## config.mk

```make
export PLATFORM = sky130hd
export DESIGN_NAME = sawbw_front
export DESIGN_NICKNAME = d
export VERILOG_FILES = /design/src/rtl/signed_alu_with_bitstring_width_macros.svh /design/src/rtl/sawbw_pkg.sv /design/src/rtl/sawbw_front.sv
export SDC_FILE = /design/constraint.sdc
export NUM_CORES = 1
export LEC_CHECK = 0
export BUFFER_PORTS_ARGS = -buffer_cell sky130_fd_sc_hd__buf_4
export CORE_MARGIN = 4
export CORE_UTILIZATION = 30
export DETAILED_ROUTE_END_ITERATION = 7
export PLACE_DENSITY_LB_ADDON = 0.12
export SLEW_MARGIN = 15
export SYNTH_ARGS = -nofsm -noshare
export SYNTH_HDL_FRONTEND = slang
export SYNTH_SLANG_ARGS = --single-unit
```

## constraint.sdc

```tcl
create_clock -name vclk -period 9.5
set_input_delay 2.85 -clock vclk [all_inputs]
set_output_delay 2.85 -clock vclk [all_outputs]
set_load 0.02 [all_outputs]
```

## src/rtl/signed_alu_with_bitstring_width_macros.svh

```systemverilog
// assertion macros for the signed alu blocks
// no dependencies; the design clock must be named clock
`ifndef SIGNED_ALU_WITH_BITSTRING_WIDTH_MACROS_SVH
`define SIGNED_ALU_WITH_BITSTRING_WIDTH_MACROS_SVH
`ifndef SYNTHESIS
`define SAWBW_ASSERT(lbl, prop, msg) \
   lbl: assert property (@(posedge clock) disable iff (reset) prop) else $error(msg);
`define SAWBW_ASSERT_ANY(lbl, prop, msg) \
   lbl: assert property (@(posedge clock) prop) else $error(msg);
`else
`define SAWBW_ASSERT(lbl, prop, msg)
`define SAWBW_ASSERT_ANY(lbl, prop, msg)
`endif
`endif

```

## src/rtl/sawbw_pkg.sv

```systemverilog
// shared types and constants for the signed alu with bitstring operands
// no dependencies
package sawbw_pkg;

   localparam int QUEUE_DEPTH = 4;
   localparam int SHIFT_BITS  = 6;

   typedef enum logic [3:0] {
      OP_SHR, OP_SHL, OP_AND, OP_OR, OP_XOR, OP_NOT,
      OP_ADD, OP_SUB, OP_MUL, OP_DIV, OP_TOBITS, OP_FROMBITS
   } op_type;

   typedef enum logic [1:0] {BK_RUN, BK_MUL, BK_DIV} bk_state_type;

   typedef struct packed {
      logic [3:0]         kind;
      logic signed [63:0] operand_a;
      logic               a_is_bits;
      logic [6:0]         a_len;
      logic signed [63:0] operand_b;
      logic               b_is_bits;
      logic [6:0]         b_len;
   } req_type;

   typedef struct packed {
      logic signed [63:0] result_value;
      logic [6:0]         result_width;
      logic               result_is_bits;
      logic               div_error;
   } rsp_type;

   // decoded word between front and back
   typedef struct packed {
      logic [3:0]            kind;
      logic [63:0]           a;
      logic [63:0]           b;
      logic [SHIFT_BITS-1:0] sh;
      logic                  rbits;
   } item_type;

endpackage

```

## src/rtl/sawbw_front.sv

```systemverilog
// front end: operand decoding and classification of each word
// depends on sawbw_pkg
module sawbw_front #(
   parameter int DATA_WIDTH = 64
) (
   input  sawbw_pkg::req_type  req_word,
   output sawbw_pkg::item_type item
);
   import sawbw_pkg::*;

   function automatic logic [63:0] decode(logic [63:0] v, logic is_bits, logic [6:0] len);
      logic [6:0]  l;
      logic [63:0] r;
      logic        sgn;
      l = len;
      if (l == 7'd0) l = 7'd1;
      if (l > 7'(DATA_WIDTH)) l = 7'(DATA_WIDTH);
      if (!is_bits) l = 7'(DATA_WIDTH);
      sgn = v[6'(l - 7'd1)];
      for (int i = 0; i < 64; i++) r[i] = (7'(i) < l) ? v[i] : sgn;
      return r;
   endfunction

   logic [63:0] a_dec;
   logic [63:0] b_dec;

   assign a_dec = decode(req_word.operand_a, req_word.a_is_bits, req_word.a_len);
   assign b_dec = decode(req_word.operand_b, req_word.b_is_bits, req_word.b_len);

   always_comb begin
      item.kind = req_word.kind;
      item.a    = a_dec;
      item.b    = b_dec;
      // negative counts give zero, large counts saturate
      priority if (b_dec[63]) begin
         item.sh = '0;
      end else if (b_dec > 64'(DATA_WIDTH - 1)) begin
         item.sh = SHIFT_BITS'(DATA_WIDTH - 1);
      end else begin
         item.sh = b_dec[SHIFT_BITS-1:0];
      end
      unique case (op_type'(req_word.kind))
         OP_SHR, OP_SHL, OP_NOT: item.rbits = req_word.a_is_bits;
         OP_AND, OP_OR, OP_XOR:  item.rbits = req_word.a_is_bits | req_word.b_is_bits;
         OP_ADD, OP_SUB, OP_MUL, OP_DIV, OP_TOBITS: item.rbits = 1'b1;
         default:                item.rbits = 1'b0;
      endcase
   end

endmodule

```

=== Word level (Yosys, flattened, before mapping) ===
Index checks and enable logic that the tools add are counted.

* Register bits after elaboration: 0
* Output and inout port bits: 139

* Add/sub/neg operators: 2
* Magnitude comparators: 133
* Equal/unequal tests: 10
* Mux-type cells: 141
* Bitwise operators: 1
* Reductions and logical operators: 6

{| class="wikitable"
|+ Operators by type and width
! kind !! count
|-
| $lt 6x7->1 const A || 64
|-
| $lt 5x7->1 const A || 32
|-
| $mux 1 || 130
|-
| $lt 4x7->1 const A || 16
|-
| $gt 64x6->1 const B || 1
|-
| $lt 3x7->1 const A || 8
|-
| $mux 7 || 6
|-
| $lt 1x7->1 const A || 4
|-
| $lt 2x7->1 const A || 4
|-
| $eq 4x3->1 const B || 4
|-
| $gt 7x7->1 const B || 2
|-
| $logic_not 7->1 || 2
|-
| $lt 6x7->1 const B || 2
|-
| $bmux 1 s6 || 2
|-
| $eq 4x4->1 const B || 3
|-
| $mux 6 || 2
|-
| $sub 6x1->6 const B || 2
|-
| $eq 4x2->1 const B || 2
|-
| $reduce_or 3->1 || 2
|-
| $reduce_or 5->1 || 1
|-
| $eq 4x1->1 const B || 1
|-
| $logic_not 4->1 || 1
|-
| $pmux 1 s3 || 1
|-
| $or 1x1->1 || 1
|}

=== Logic depth before layout (Yosys ltp) ===
* Depth after elaboration: 12
* Depth in mapped cells: 18

=== Least setup slack after synthesis ===
Ideal clock, no wire load.

* Path kind: input to output
* Start: in req_word[2] (netlist name)
* End: out item[27] (netlist name)
* Data arrival time: 6771 ps
* Required time: 6650 ps
* Slack: -121 ps
* Stages on the path: 16
* Cell sequence: buf_6 > or4_1 > buf_2 > o21ai_2 > inv_2 > clkbuf_1 > ha_1 > clkbuf_1 > clkbuf_1 > a2111oi_0 > a211o_1 > a221o_1 > o311ai_2 > nand2_2 > buf_2 > o31ai_1

{| class="wikitable"
|+ RTL lines
! element !! line !! RTL
|-
| start, declared || sawbw_front.sv:6 || <nowiki>input sawbw_pkg::req_type req_word,</nowiki>
|-
| end, declared || sawbw_front.sv:7 || <nowiki>output sawbw_pkg::item_type item</nowiki>
|}

==> results by group <==
Power
  – Clock Power Share: 0%
  – P_sw: 0.3034 mW
  – Reg power frac: 0%
  – Combinational share of power: 100.0%
  – Worst VDD drop: between 30 and 40 uV
  – Switching share of power: between 50% and 60%
  – Ratio of total power to cell area: slightly above 70 nW/um^2
  – Leakage power: 3.051 nW
  – Overall power: about 0.52 mW
  – Internal portion of total power: between 0.2 and 0.25 mW

Final layout
  – Share of cells above drive strength 1: between 40% and 50%
  – Total of fill cells in the finished design: roughly 1700
  – Antenna diode count: 0
  – Final-layout clock buffer total: 0
  – Count of non-filler cells in the finished layout: between 1000 and 1500
  – Area added between synthesis and finish: 51.79%
  – Total Nets Final: around 1100
  – Top library cells by usage in the layout, fill and taps aside: 329 x sky130_fd_sc_hd__buf_4, 80 x sky130_fd_sc_hd__a21oi_1, 77 x sky130_fd_sc_hd__nand2_1, 75 x sky130_fd_sc_hd__o21ai_0, 55 x sky130_fd_sc_hd__mux2_2
  – Most common library cell in the layout ignoring fill and taps: sky130_fd_sc_hd__buf_4
  – Number of sequential cells: 0
  – FF+latch area: 0 sq um

Global route
  – Antenna violations before repair: 1
  – Grt ovf: 0
  – Global router's overall resource usage: between 20% and 30%
  – Number of global-route vias before repair: 6973
  – Largest net degree at the start of global routing: 35
  – Global-route wire length before repair: 40.38 mm

Critical path
  – Highest net fanout along the worst path: 14
  – CP required: about 6700 ps
  – Largest stage delay, worst path: between 500 and 600 ps
  – Chain of cells forming the critical path: buf_4, or4_1, o21ai_2, inv_2, ha_1, inv_1, xnor2_1, buf_4, nor3_1, a2111oi_1, a211oi_1, o311ai_2, nand2_2, buf_4, o31ai_1, buf_4
  – Critical-path cell with the highest stage delay: sky130_fd_sc_hd__or4_1
  – Signal arrival time at the worst endpoint: between 6000 and 7000 ps
  – Element type at the critical path start: primary input
  – Critical Setup Path Class: in2out
  – CP most frequent cell: sky130_fd_sc_hd__buf_4
  – Category of the worst setup path capture point: output pin

Job
  – Maximum Capacitance Violations: 0

STA
  – Slew at the pin closest to its max-slew limit: 1012 ps
  – Unrepaired setup endpoints after global routing: false
  – F_max: about 110 MHz
  – Slew headroom: between 30% and 40%
  – Final count of negative-setup-slack endpoints: 0
  – Count of endpoints failing hold in the final timing report: 0
  – Final critical-path required period: between 9000 and 10000 ps
  – Tcrit/Tclk final: about 97%
  – Final Max Tran Viols: 0

Run status
  – Run status: complete, no violations

Place
  – Count of input and output buffers: around 290
  – Post-detailed-placement half-perimeter wirelength: between 20 and 25 mm
  – Number of placed instances, taps included: between 1000 and 1500
  – Final GP Congestion: slightly above 1

Route
  – Remaining DRCs: 0
  – Via-to-Cell Ratio: 6.084
  – Post-detailed-route count of antenna-violating nets: 0
  – Number of detailed-routing iterations run before antenna repair: 5
  – Post-Route WL: around 27 mm
  – Iter 0 DRT Violations: approximately 770
  – Drt wl/cell: ~23 um
  – Vias post-DR: between 7000 and 8000

Floorplan
  – Die outline area: 17820 sq um
  – Site row count: between 40 and 50
  – Starting density of the core: between 30% and 40%
  – Boundary pin count: about 290
  – Horizontal die dimension: about 130 um
  – Die height: between 100 and 150 um
  – Core footprint: ~15000 sq um

Logic synthesis
  – Post-Syn Area per Cell: roughly 6.5 sq um
  – Post-synth top area cell: sky130_fd_sc_hd__mux2_2
  – Instance count of the mapped netlist: between 700 and 800
  – Ys Warns: 0
  – Syn Nets: 880
  – Portion of synthesized cell area occupied by the leading cell type: a little over an eighth
  – Count of different cell masters after synthesis: 75
  – Synth top area cells: sky130_fd_sc_hd__mux2_2 13%, sky130_fd_sc_hd__o21ai_0 10%, sky130_fd_sc_hd__a21oi_1 8.5%
  – Seq/Total Area, Yosys: 0%
  – Post-synth design cell area: about 4700 sq um

Worst hold path
  – Path category of the worst min-delay check: in2out

Clock network
  – Post-CTS Hold Buffers: 0
  – Buffers inserted by post-CTS timing repair: 0
[cells in the mapped netlist, types with 6 or more instances]
library cell	instances
sky130_fd_sc_hd__o211ai_1	10
sky130_fd_sc_hd__mux2i_1	29
sky130_fd_sc_hd__mux2_2	55
sky130_fd_sc_hd__o31ai_1	12
sky130_fd_sc_hd__nand2_1	77
sky130_fd_sc_hd__nand3_1	22
sky130_fd_sc_hd__buf_2	8
sky130_fd_sc_hd__nor3_1	13
sky130_fd_sc_hd__inv_1	14
sky130_fd_sc_hd__a2111oi_0	6
sky130_fd_sc_hd__clkbuf_1	54
sky130_fd_sc_hd__or3_1	6
sky130_fd_sc_hd__a21oi_1	80
sky130_fd_sc_hd__o2111ai_1	6
sky130_fd_sc_hd__o21ai_0	95
sky130_fd_sc_hd__a31oi_1	38
sky130_fd_sc_hd__nor2_1	50
sky130_fd_sc_hd__mux4_2	14
[power groups by stage]
stage / Sequential (mW) / Clock [mW] / Combinational, mW
after floorplan: 0 / 0 / 0.289
after global placement: 0 / 0 / 0.515
after detailed placement: 0 / 0 / 0.514
after CTS: 0 / 0 / 0.516
after global routing: 0 / 0 / 0.555
final: 0 / 0 / 0.522
[timing repair]
item | in CTS | in global routing
resized for setup | 0 | 2
setup endpoints to repair | 0 | 9
hold endpoints to repair | 0 | 0
[worst max-delay path, delay by kind of cell]
family                   cells  cell delay (ps)
AO/OA/AOI/OAI                5             1200
buffers and inverters        6             1040
AND/OR/NAND/NOR              3              840
XOR/XNOR                     1              250
adder cells (fa/ha/maj)      1              190
[worst paths after layout]
kind,from,end,slack [ps],cells after the start
max,req_word[2],item[32],260,16
min,req_word[8],item[7],5910,2
[cell families (layout without fill, tap and decap cells)]
logic type	count (synthesis)	in the layout	share of synthesized area, %
AOI/OAI and AO/OA	311	311	41.06
xor gates and xnor gates	4	4	0.7415
buffers and inverters	91	347	8.366
muxes	98	98	25.92
and+or+nand+nor	223	223	23.17
adders and majority gates	3	3	0.7413
[per-stage QoR]
| stage | setup slack (ps) | hold slack, ps | instance area [sq um] | utilization (%) | setup TNS [ps] |
|---|---|---|---|---|---|
| 3_3_place_gp | 306.7 | 5910 | 7168 | 46.81 | 0 |
| 6_report | 264.5 | 5909 | 7173 | 46.84 | 0 |
| 2_1_floorplan | -114.3 | 5813 | 4740 | - | -471.5 |
| 4_1_cts | 242.1 | 5911 | 7168 | 46.81 | 0 |
| 3_5_place_dp | 247.4 | 5910 | 7168 | 46.81 | 0 |
| 5_1_grt | 36.61 | 5919 | 7173 | 46.84 | 0 |
[metal layers]
metal	vias to the layer above	track usage [%]	share of wire, %
met5	-	0	0.048
met3	55	6.647	12
met2	508	44.55	44
met4	2	5.429	2.1
met1	3381	39.25	42
li1	3336	-	-
[layout make-up]
class / count / area [sq um] / share of cell area, %
inverter: 17 / 67.56 / 0.9419
timing repair buffer: 330 / 2490 / 34.71
tap: 211 / 264.0 / 3.680
multi-input combinational: 639 / 4352 / 60.67
No activity file was read; power rests on OpenSTA's default activity.
