===== src/rtl/signed_alu_with_bitstring_width_macros.svh =====
// assertion macros for the signed alu blocks
// no dependencies; the design clock must be named clock
`ifndef SIGNED_ALU_WITH_BITSTRING_WIDTH_MACROS_SVH
`define SIGNED_ALU_WITH_BITSTRING_WIDTH_MACROS_SVH
`ifndef SYNTHESIS
`define SAWBW_ASSERT(lbl, prop, msg) \
   lbl: assert property (@(posedge clock) disable iff (reset) prop) else $error(msg);
`define SAWBW_ASSERT_ANY(lbl, prop, msg) \
   lbl: assert property (@(posedge clock) prop) else $error(msg);
`else
`define SAWBW_ASSERT(lbl, prop, msg)
`define SAWBW_ASSERT_ANY(lbl, prop, msg)
`endif
`endif


===== src/rtl/sawbw_pkg.sv =====
// shared types and constants for the signed alu with bitstring operands
// no dependencies
package sawbw_pkg;

   localparam int QUEUE_DEPTH = 4;
   localparam int SHIFT_BITS  = 6;

   typedef enum logic [3:0] {
      OP_SHR, OP_SHL, OP_AND, OP_OR, OP_XOR, OP_NOT,
      OP_ADD, OP_SUB, OP_MUL, OP_DIV, OP_TOBITS, OP_FROMBITS
   } op_type;

   typedef enum logic [1:0] {BK_RUN, BK_MUL, BK_DIV} bk_state_type;

   typedef struct packed {
      logic [3:0]         kind;
      logic signed [63:0] operand_a;
      logic               a_is_bits;
      logic [6:0]         a_len;
      logic signed [63:0] operand_b;
      logic               b_is_bits;
      logic [6:0]         b_len;
   } req_type;

   typedef struct packed {
      logic signed [63:0] result_value;
      logic [6:0]         result_width;
      logic               result_is_bits;
      logic               div_error;
   } rsp_type;

   // decoded word between front and back
   typedef struct packed {
      logic [3:0]            kind;
      logic [63:0]           a;
      logic [63:0]           b;
      logic [SHIFT_BITS-1:0] sh;
      logic                  rbits;
   } item_type;

endpackage


===== src/rtl/sawbw_queue.sv =====
// short queue of decoded words between front and back
// depends on sawbw_pkg and the macro header
`include "signed_alu_with_bitstring_width_macros.svh"
module sawbw_queue (
   input  logic                clock,
   input  logic                reset,
   input  logic                push,
   input  sawbw_pkg::item_type push_item,
   input  logic                pop,
   output sawbw_pkg::item_type head_item,
   output logic                not_empty,
   output logic                full
);
   import sawbw_pkg::*;

   localparam int PW = $clog2(QUEUE_DEPTH);
   localparam int CW = $clog2(QUEUE_DEPTH + 1);

   item_type        slot_ff [QUEUE_DEPTH];
   logic [PW-1:0]   wr_ptr_ff, wr_ptr_in;
   logic [PW-1:0]   rd_ptr_ff, rd_ptr_in;
   logic [CW-1:0]   count_ff, count_in;

   always_comb begin
      wr_ptr_in = push ? wr_ptr_ff + 1'b1 : wr_ptr_ff;
      rd_ptr_in = pop ? rd_ptr_ff + 1'b1 : rd_ptr_ff;
      count_in  = count_ff + CW'(push) - CW'(pop);
   end

   always_ff @(posedge clock) begin
      if (reset) begin
         wr_ptr_ff <= '0;
         rd_ptr_ff <= '0;
         count_ff  <= '0;
      end else begin
         wr_ptr_ff <= wr_ptr_in;
         rd_ptr_ff <= rd_ptr_in;
         count_ff  <= count_in;
      end
   end

   always_ff @(posedge clock) begin
      if (push) slot_ff[wr_ptr_ff] <= push_item;
   end

   assign head_item = slot_ff[rd_ptr_ff];
   assign not_empty = (count_ff != '0);
   assign full      = (count_ff == CW'(QUEUE_DEPTH));

   `SAWBW_ASSERT(a_no_push_full, full |-> !push, "push into full queue")
   `SAWBW_ASSERT(a_no_pop_empty, pop |-> not_empty, "pop from empty queue")
   `SAWBW_ASSERT_ANY(a_count_bound, reset || (count_ff <= CW'(QUEUE_DEPTH)), "queue count out of range")

endmodule


===== config.mk =====
export PLATFORM = sky130hd
export DESIGN_NAME = sawbw_queue
export DESIGN_NICKNAME = d
export VERILOG_FILES = /design/src/rtl/sawbw_pkg.sv /design/src/rtl/sawbw_queue.sv
export VERILOG_INCLUDE_DIRS = /design/src /design/src/rtl
export SDC_FILE = /design/constraint.sdc
export NUM_CORES = 1
export LEC_CHECK = 0
export BUFFER_PORTS_ARGS = -buffer_cell sky130_fd_sc_hd__buf_4
export CAP_MARGIN = 25
export CORE_ASPECT_RATIO = 1.5
export CORE_MARGIN = 3
export CORE_UTILIZATION = 57
export DETAILED_ROUTE_END_ITERATION = 10
export GPL_TIMING_DRIVEN = 0
export PLACE_DENSITY_LB_ADDON = 0.05
export SETUP_SLACK_MARGIN = 0.1
export SLEW_MARGIN = 5
export SYNTH_ARGS = -nofsm -noshare
export SYNTH_HDL_FRONTEND = slang
export SYNTH_SLANG_ARGS = --single-unit

===== constraint.sdc =====
create_clock -name clock -period 5.4 [get_ports clock]
set_input_delay 0 -clock clock [delete_from_list [all_inputs] [get_ports clock]]
set_output_delay 0 -clock clock [all_outputs]
set_load 0.02 [all_outputs]

# Word level (Yosys, flattened, before mapping)

Memories as Yosys holds them, arrays and structs flattened. A register that Yosys moved wholly into a read port is not among the register bits.
Index checks and enable logic that the tools add are counted.

Output and inout port bits: 141
Register bits: 7
Word-level logic and storage cells: 14
Bits in writable memories: 556
Input bits: 143
Latch bits: 0
Memory bits (read-only): 0
Memories kept: 1

Memories:

| memory  | words | bits a word | read ports | clocked after Yosys merged registers in | write ports | line              | text |
|---|---|---|---|---|---|---|---|
| slot_ff | 4     | 139         | 1          | 1                                       | 1           | sawbw_queue.sv:19 | `item_type slot_ff [QUEUE_DEPTH];` |

Div/mod/pow operators: 0
Eq/ne operators: 1
Multipliers: 0
Reductions and logical operators: 1
Add/subtract/negate cells: 4
Bitwise operators: 0
$lt $le $gt $ge: 0
Muxes and demuxes: 4
Shift operators: 0

Operators with widths:

| cell                  | count |
|---|---|
| $add A2 B1 Y2 const B | 2 |
| $mux W2               | 2 |
| $add A3 B1 Y3         | 1 |
| $eq A3 B3 Y1 const B  | 1 |
| $reduce_bool A3 Y1    | 1 |
| $sub A3 B1 Y3         | 1 |
| $mux W1               | 2 |

# Depth between registers and ports, before layout

Gate-level depths: netlist of run 1.

Word-level depth: 3
Mapped depth: 7
Depth with buffers taken out: 7

# Least setup slack after synthesis of run 1

No wires, ideal clock.

Path type: register to register
From: reg wr_ptr_ff[0]
To: mem slot_ff[0][0] in the netlist's numbering, enable pin
Required time: 4886 ps
Arrival: 3726 ps
Cell stages (with the launch flop): 4
Clock period less this slack: 4241 ps
Path slack: 1159 ps
Cell sequence: dfxtp_1 inv_1 ha_1 and2_1

RTL lines:

| what                     | line              | text |
|---|---|---|
| start: declaration       | sawbw_queue.sv:20 | `logic [PW-1:0] wr_ptr_ff, wr_ptr_in;` |
| start signal: assignment | sawbw_queue.sv:36 | `wr_ptr_ff <= wr_ptr_in;` |
| end: declaration         | sawbw_queue.sv:19 |  |

No word-level cell before the write port.

==> results of run 1 <==
-- worst min-delay path by stage --
stage	startpoint	to	slack, ns
final	push_item[125]	slot_ff[1][125]	0.17
after detailed placement	push_item[18]	slot_ff[2][18]	0.20
after floorplan	reset	count_ff[0]	0.07
after global placement	push_item[42]	slot_ff[2][42]	0.20
after CTS	push_item[10]	slot_ff[1][10]	0.14
after global routing	push_item[18]	slot_ff[2][18]	0.16
-- cell usage in the layout, fill, tap and decap left out, drive strengths merged, types with 2 or more instances in the layout --
cell type    count
dfxtp            9
and2             4
clkinvlp         2
ha               6
buf            322
clkinv          20
mux4           139
clkbuf          66
inv              7
nor2             5
bufinv           4
edfxtp         556
diode            4
dlygate4sd3    143
nor2b            2
xnor2            2
-- worst max-delay path, cell delays in order (launching register included) --
cell      delay [ns]
dfxtp_1         0.40
clkbuf_1        0.57
buf_2           0.41
mux4_2          0.37
buf_4           0.18
-- repair_timing --
| item | CTS | global route |
|---|---|---|
| hold endpoints to repair | 565 | 0 |
| setup endpoints to repair | 0 | 0 |
| hold buffers | 143 | 0 |
-- flip-flops by register name, indices dropped and copies added (netlist names), named ones only --
signal	cells
slot_ff	556
rd_ptr_ff	2
wr_ptr_ff	2
count_ff	3
-- through the flow --
step	std cells	hold slack, ns	setup TNS [ns]	cell area, um^2	power, W
floorplan	768	0.0716	0	20500	0.00587
global placement	1524	0.199	-804.77	23200	0.00640
detailed placement	1533	0.202	0	23500	0.00639
CTS	1768	0.135	0	26500	0.00988
global route	1772	0.165	0	26500	0.0101
finish	1772	0.175	0	26500	0.00979
-- per-layer routing --
metal,vias to the layer above,wire length [um],GRT usage [%]
li1,4292,-,-
met1,4995,14400,25.8
met2,287,21000,36.5
met3,69,2870,5.82
met4,0,1270,7.49
met5,-,0,0
-- power groups by stage --
stage,sequential (W),clock [W],combinational [W]
final,0.00509,0.00342,0.00128
after global routing,0.00510,0.00364,0.00137
after CTS,0.00509,0.00349,0.00130
after detailed placement,0.00518,0,0.00121
after global placement,0.00522,0,0.00117
after floorplan,0.00519,0,0.000675
-- final cells by class --
type                       instances  area, um^2  area share (%)
antenna                            4        10.0          0.0378
inverter                           6        22.5          0.0850
tap                              473         592            2.23
buffer                            31         244           0.921
timing repair buffer             435        3800            14.3
sequential                       565       16900            63.7
multi-input combinational        166        3380            12.7
clock inverter                    27         223           0.840
clock buffer                      65        1360            5.13
-- cell families (layout without fill, tap and decap cells) --
kind of cell               Yosys count  in the layout  share of synthesized area, %
DFF                                565            565                          82.3
muxes                              140            140                          15.3
buffers and inverters               37            564                          1.30
and+or+nand+nor                     14             14                         0.372
adders and majority gates            7              7                         0.464
xor gates and xnor gates             3              3                         0.201
AOI/OAI and AO/OA                    2              2                        0.0732
other                                0              4                             0
==> out/metrics.yaml, run 1 <==
via_per_inst: 5.44
fillCellCount: 2037
synth-edff-count: 556
critPathCapture: "head_item[101]"
hold_violations: 0
swShare_pct: 22.1
layout-drive-gt1-share_pct: 40.7
crit_path_max_fanout: 10
netlist.area_leader.share_pct: 81.4
p_leak_nw: 9.07
drc: 0
async_flop_share_pct: 0
finClkSkew_ns: 0.0102
cts_buffers: 49
reg2reg_depth: 5
critical_path_class: "reg -> out"
combPwrFrac_pct: 13.1
clockBufferDepth: 3
die_area_mm2: 0.0383
yosys_warnings: 0
startpoint_type: "register"
row_count: 84
htree_num_levels: 2
pwr-share-clk_pct: 34.9
rr_startpoint: "wr_ptr_ff[0]"
pre_cts_ws_ns: 3.03
ys_types: 22
avgSynthCellArea_um2: 26.7
initial_core_util_pct: 58.1
synth_seq_cells: 565
vdd_ir_drop_max_uv: 336
report.final.slew_viol_count: 0
cts_setup_buffers: 0
grt_pass1_wl_um: 61300
finalSetupViolCount: 0
hold_class: "in -> reg"
postCtsResizedCells: 0
synthMostInstantiatedCell: "edfxtp_1"
area_growth_pct: 29.2
p_sw_w: 0.00216
p_int_w: 0.00762
avgRoutedWirePerCell_um: 22.3
yosysSeqAreaShare_pct: 82.3
seqPwrFrac_pct: 52.0
period_minus_slack_ns: 2.51
post-synth-top-area-cell: "edfxtp_1"
finalWirelength_um: 39500
synthCells: 768
vias: 9643
clkSlewWorstSetupHoldPaths_ns: 0.06
pin_count: 284
cp_data_required_time_ns: 5.40
fmax_mhz: 399
cts_tree: "done"
cts-root-buf: "clkbuf_16"
p_per_area_mw_per_mm2: 369
ys.flop_type: "edfxtp_1"
outcome: "completed"
cap_violations: 0
synthTopCellsByCount: "edfxtp_1 (556), mux4_2 (139), buf_6 (14), buf_2 (12), dfxtp_1 (9)"
synth_area_leaders: "edfxtp_1 (81%), mux4_2 (15%), dfxtp_1 (0.88%)"
drt-initial-drc-count: 624
fin_ws_ns: 2.89
holdPathStages: 2
dp_hpwl_um: 24300
die_width_um: 161
grt_max_degree: 53
gr-total-overflow: 0
clkLatencyLatePin_ns: 0.56
worst_pin_slew_ns: 0.855
regToRegSetupSlack_ns: 3.10
core-area_mm2: 0.0353
worstReg2RegEnd: "slot_ff[2][121]"
arrival_ns: 2.51
nNetsFinal: 1404
syn_area_mm2: 0.0205
antenna_found_initial: 4
relSlewSlack_pct: 43.0
cts.sinks: 565
dr.pass1.iters: 5
crit_path_end_kind: "primary output"
gr-usage-all-layers_pct: 21.1
ant_nets: 0
rsz0062_at_grt: "no"
syn-num-nets: 918
place.gp.congestion: 0.742
io_buffers: 283
period_share_pct: 46.4
die_y_um: 238
grt_pass1_vias: 10600
final_util_pct: 75.0
No activity file was read; power rests on OpenSTA's default activity.
==> inputs of run 2 (changes only) <==
--- a/config.mk
+++ b/config.mk
@@ -10,7 +10,7 @@
 export CAP_MARGIN = 25
 export CORE_ASPECT_RATIO = 1.5
 export CORE_MARGIN = 3
-export CORE_UTILIZATION = 57
+export CORE_UTILIZATION = 51
 export DETAILED_ROUTE_END_ITERATION = 10
 export GPL_TIMING_DRIVEN = 0
 export PLACE_DENSITY_LB_ADDON = 0.05
==> constraint.sdc (replaced) <==
create_clock -name clock -period 2.3 [get_ports clock]
set_input_delay 0 -clock clock [delete_from_list [all_inputs] [get_ports clock]]
set_output_delay 0 -clock clock [all_outputs]
set_load 0.02 [all_outputs]
==> out/metrics.yaml, run 2 (same netlist as run 1, synthesis figures left out) <==
outcome: "completed"
hold_violations: 0  # unchanged
dp_hpwl_um: 24000  # -1.2%
cts_tree: "done"
die_area_mm2: 0.0427  # +11%
crit_path_end_kind: "primary output"
top_register: "slot_ff"
die_width_um: 170  # +5.5%
cts-root-buf: "clkbuf_16"
finalWirelength_um: 40400  # +2.3%
finClkSkew_ns: 0.0184  # +0.00822 ns
cap_violations: 0  # unchanged
holdWs_ns: 0.170  # -0.00523 ns
mostFrequentLayoutCells: "edfxtp_1 (556), buf_4 (286), dlygate4sd3_1 (143), mux4_2 (139), clkbuf_16 (53)"
dr.max_layer_used: "met4"
grt_max_degree: 53  # unchanged
largest_reg_flops: 556  # unchanged
critical_path_class: "reg -> out"
initial_core_util_pct: 51.9  # -6.2 points
row_count: 89  # +6.0%
crit_path_max_fanout: 10  # unchanged
drt-initial-drc-count: 609  # -2.4%
clockBufferDepth: 3  # unchanged
period_minus_slack_ns: 2.14
report.final.slew_viol_count: 0  # unchanged
rsz0062_at_grt: "yes"
clkSlewWorstSetupHoldPaths_ns: 0.06  # about the same
worst_pin_slew_ns: 0.785  # -0.0694 ns
vdd_ir_drop_max_uv: 751  # +120%
wl_met3_um: 2670  # -6.9%
ff_latch_area_mm2: 0.0169  # unchanged
via_per_inst: 5.34  # -1.9%
core-area_mm2: 0.0395  # +12%
antenna_found_initial: 1  # -3
dr.pass1.iters: 6  # +1
regToRegSetupSlack_ns: 0.32  # -2.78 ns
area_growth_pct: 29.5
dr_wl_met2_um: 21400  # +2.3%
layout_commonest_cell: "edfxtp_1"
htree_num_levels: 2  # unchanged
layout-drive-gt1-share_pct: 40.9  # +0.17 points
grt_pass1_vias: 10600  # -0.075%
p_leak_nw: 9.08  # +0.13%
ant_nets: 0  # unchanged
pin_count: 284  # unchanged
cts_buffers: 50  # +2.0%
cts.sinks: 565  # unchanged
avgRoutedWirePerCell_um: 22.5  # +0.83%
grt_pass1_wl_um: 61400  # +0.28%
finalSetupViolCount: 0  # unchanged
hold_class: "in -> reg"
fmax_mhz: 467
drc: 0  # unchanged
vias: 9603  # -0.41%
startpoint_type: "register"
relSlewSlack_pct: 47.6  # +4.6 points
fillCellCount: 2549  # +25%
clkLatencyLatePin_ns: 0.57  # about the same
p_per_area_mw_per_mm2: 858  # +130%
period_share_pct: 93.0
cp_data_required_time_ns: 2.30  # -3.10 ns
reg_top3: "slot_ff: 556 flops, count_ff: 3 flops"
place.gp.congestion: 0.687  # -7.5%
multi_input_area_mm2: 0.00339  # +0.44%
m1WireLength_um: 15400  # +6.6%
fin_total_pwr_w: 0.0228  # +130%
io_buffers: 283  # unchanged
die_y_um: 252  # +5.6%
gr-usage-all-layers_pct: 19.0  # -2.1 points
arrival_ns: 2.14  # -0.37 ns
gr-total-overflow: 0  # unchanged
nNetsFinal: 1408  # +0.28%
run 2: cell count changes in the layout (fill, tap and decap cells not counted), sizes merged, moves of 3 or more:
cell    before  now
clkbuf      66   73
buf        322  317
clkinv      20   23
diode        4    1
run 2: metrics by stage:
stage | util (%) | instance area (um^2) | setup TNS, ns | cells | setup WS, ns
after CTS | 67.1 | 26500 | 0 | 1797 | 0.100
after global routing | 67.2 | 26600 | 0 | 1798 | 0.0634
after detailed placement | 59.5 | 23500 | 0 | 1560 | 0.0270
final | 67.2 | 26600 | 0 | 1798 | 0.160
after global placement | 58.9 | 23300 | -267.46 | 1551 | -0.504
after floorplan | - | 20500 | 0 | 768 | 0.328
run 2: what timing repair did:
action | 4_1_cts | 5_1_grt
pin swaps | 1 | 0
setup endpoints to repair | 151 | 81
setup buffers | 1 | 0
hold buffers | 143 | 0
resized for setup | 8 | 8
gates cloned | 2 | 0
hold endpoints to repair | 565 | 0
run 2: critical path, cell delays in order, from the launching register on:
cell and delay [ns]:
dfxtp_1 0.33, buf_6 0.11, buf_8 0.20, buf_6 0.22
mux4_2 0.54, buf_4 0.18
run 2: area by class of cell:
class | count | area share (%)
flip-flops and latches | 565 | 63.6
repair buffers | 436 | 14.3
multi-input cells | 168 | 12.8
clock buffers | 66 | 5.18
well taps | 500 | 2.36
plain buffers | 31 | 1.11
clock inverters | 25 | 0.598
inverters | 6 | 0.0848
diodes | 1 | 0.00942
run 2: per-layer routing:
layer / global-route usage (%) / up-vias
met3: 4.87 / 62
met4: 5.05 / 0
li1: - / 4313
met1: 23.3 / 4957
met2: 33.7 / 271
met5: 0 / -
run 2: worst paths after layout:
path                                   endpoint  depth (start not counted)           from
worst max-delay path              head_item[38]                          5       register
worst min-delay path             slot_ff[3][25]                          2  push_item[25]
worst max register to register  slot_ff[0][122]                          4   wr_ptr_ff[0]
worst min register to register     rd_ptr_ff[1]                          2   rd_ptr_ff[1]
run 2: report_power, final:
group / total (W) / switching (W) / internal, W
combinational: 0.00303 / 0.00155 / 0.00148
clock: 0.00781 / 0.00341 / 0.00441
sequential: 0.0119 / 0.000106 / 0.0118
total: 0.0228 / 0.00506 / 0.0177
==> inputs of run 3 (changes only) <==
--- a/config.mk
+++ b/config.mk
@@ -13,7 +13,7 @@
 export CORE_UTILIZATION = 51
 export DETAILED_ROUTE_END_ITERATION = 10
 export GPL_TIMING_DRIVEN = 0
-export PLACE_DENSITY_LB_ADDON = 0.05
+export PLACE_DENSITY = 0.86
 export SETUP_SLACK_MARGIN = 0.1
 export SLEW_MARGIN = 5
 export SYNTH_ARGS = -nofsm -noshare
==> out/metrics.yaml, run 3 (same netlist as run 1, synthesis figures left out) <==
outcome: "completed"
hold_violations: 0  # unchanged
critical_path_class: "reg -> out"
hold_class: "in -> reg"
top_register: "slot_ff"
via_per_inst: 5.52  # +3.4%
ff_latch_area_mm2: 0.0169  # unchanged
gr-usage-all-layers_pct: 20.9  # +1.9 points
die_area_mm2: 0.0427  # unchanged
grt.busiest_layer: "met2"
dpl_cell_area_mm2: 0.0235  # about the same
final_area_mm2: 0.0265  # about the same
place.gp.congestion: 0.742  # +8.0%
p_leak_nw: 9.06  # -0.15%
layout_commonest_cell: "edfxtp_1"
final_cells: 1795  # -0.17%
antenna_found_initial: 4  # +3
die_width_um: 170  # unchanged
pin_count: 284  # unchanged
clkSlewWorstSetupHoldPaths_ns: 0.07  # about the same
arrival_ns: 2.20  # +0.06 ns
dr.pass1.iters: 5  # -1
met3_usage_pct: 3.24  # -1.6 points
fin_ws_ns: 0.103  # -0.0567 ns
rsz0062_at_grt: "yes"
drt-initial-drc-count: 700  # +15%
vdd_ir_drop_max_uv: 740  # -1.5%
crit_path_max_fanout: 10  # unchanged
relSlewSlack_pct: 41.0  # -6.7 points
crit_path_end_kind: "primary output"
die_y_um: 252  # unchanged
area_growth_pct: 29.4  # about the same
placedCellCount: 1560  # unchanged
fmax_mhz: 455  # -2.6%
drc: 0  # unchanged
ant_nets: 0  # unchanged
period_share_pct: 95.5  # +2.5 points
mostFrequentLayoutCells: "edfxtp_1 (556), buf_4 (286), dlygate4sd3_1 (143), mux4_2 (139), clkbuf_16 (53)"
initial_core_util_pct: 51.9  # unchanged
core-area_mm2: 0.0395  # unchanged
clockBufferDepth: 3  # unchanged
cp_slowest_cell: "buf_1"
htree_num_levels: 2  # unchanged
fillCellCount: 2310  # -9.4%
grtUsageMet2_pct: 37.8  # +4.1 points
dp_hpwl_um: 26200  # +8.9%
final_util_pct: 67.1  # about the same
largest_reg_flops: 556  # unchanged
grt_pass1_vias: 11000  # +4.0%
gr-total-overflow: 0  # unchanged
cts_tree: "done"
met1_usage_pct: 24.6  # +1.4 points
cp_data_required_time_ns: 2.30  # about the same
pre_cts_ws_ns: 0.155  # +0.128 ns
nNetsFinal: 1406  # -0.14%
cts.sinks: 565  # unchanged
finalWirelength_um: 44500  # +9.9%
cts_buffers: 50  # unchanged
layout-drive-gt1-share_pct: 41.2  # +0.31 points
io_buffers: 283  # unchanged
startpoint_type: "register"
grt_pass1_wl_um: 67200  # +9.3%
vias: 9909  # +3.2%
clkLatencyLatePin_ns: 0.56  # about the same
avgRoutedWirePerCell_um: 24.8  # +10%
reg_top3: "slot_ff: 556 flops, count_ff: 3 flops"
max_stage_delay_ns: 0.62  # +0.08 ns
worst_pin_slew_ns: 0.886  # +0.100 ns
p_per_area_mw_per_mm2: 867  # +0.99%
report.final.slew_viol_count: 0  # unchanged
grt_max_degree: 56  # +5.7%
period_minus_slack_ns: 2.20  # +0.0567 ns
row_count: 89  # unchanged
multi_input_area_mm2: 0.00339  # -0.22%
path_cells: "buf_1, mux4_2, buf_4"
finClkSkew_ns: 0.0130  # -0.00542 ns
finalSetupTns_ns: 0  # unchanged
finalSetupViolCount: 0  # unchanged
cap_violations: 0  # unchanged
cts-root-buf: "clkbuf_16"
cts_setup_buffers: 0  # -1
==> run 3: changes by cell type in the layout (fill, tap and decap cells not counted), moves of 3 or more <==
cell | before | now
buf_12 | 2 | 6
buf_16 | 8 | 5
buf_2 | 6 | 9
buf_6 | 7 | 4
clkbuf_4 | 7 | 3
clkinv_1 | 16 | 11
==> run 3: cell type report <==
class,count,area share [%]
antenna,3,0.0283
buffer,31,1.14
clock buffer,64,5.15
clock inverter,24,0.651
inverter,6,0.0849
multi-input combinational,167,12.8
sequential,565,63.6
tap,500,2.36
timing repair buffer,435,14.2
==> run 3: per-layer routing <==
layer | part of all wire, % | up-vias
met1 | 35 | 5165
met3 | 4.7 | 104
li1 | - | 4296
met2 | 56 | 342
met4 | 4.4 | 2
met5 | 0.025 | -
==> run 3: critical path, delay by kind of cell, from the launching register on <==
| kind | cells | cell delay [ns] |
|---|---|---|
| mux | 1 | 0.45 |
| buf+inv | 2 | 0.81 |
| flops | 1 | 0.37 |
==> run 3: worst paths after layout <==
path / from / to / slack, ns / depth (start not counted)
worst min-delay path: push_item[113] / slot_ff[0][113] / 0.18 / 2
worst max register to register: wr_ptr_ff[0] / slot_ff[3][89] / 0.22 / 3
worst min register to register: rd_ptr_ff[1] / register / 0.54 / 2
worst max-delay path: register / head_item[17] / 0.10 / 3
==> run 3: metrics by stage <==
| step | total power (W) | hold slack, ns |
|---|---|---|
| detailed placement | 0.0150 | 0.202 |
| global placement | 0.0149 | 0.198 |
| finish | 0.0230 | 0.180 |
| floorplan | 0.0137 | 0.0716 |
| CTS | 0.0231 | 0.143 |
| global route | 0.0237 | 0.159 |
==> run 3: where the power goes <==
group | switching, W | internal [W]
Combinational | 0.00162 | 0.00149
Clock | 0.00351 | 0.00442
Sequential | 0.000129 | 0.0118
Total | 0.00526 | 0.0177
==> run 3: timing repair <==
action	CTS	global route
gates resized for setup	5	12
hold buffers	143	0
endpoints found under the setup margin	104	133
cloned	0	1
hold endpoints to repair	565	0
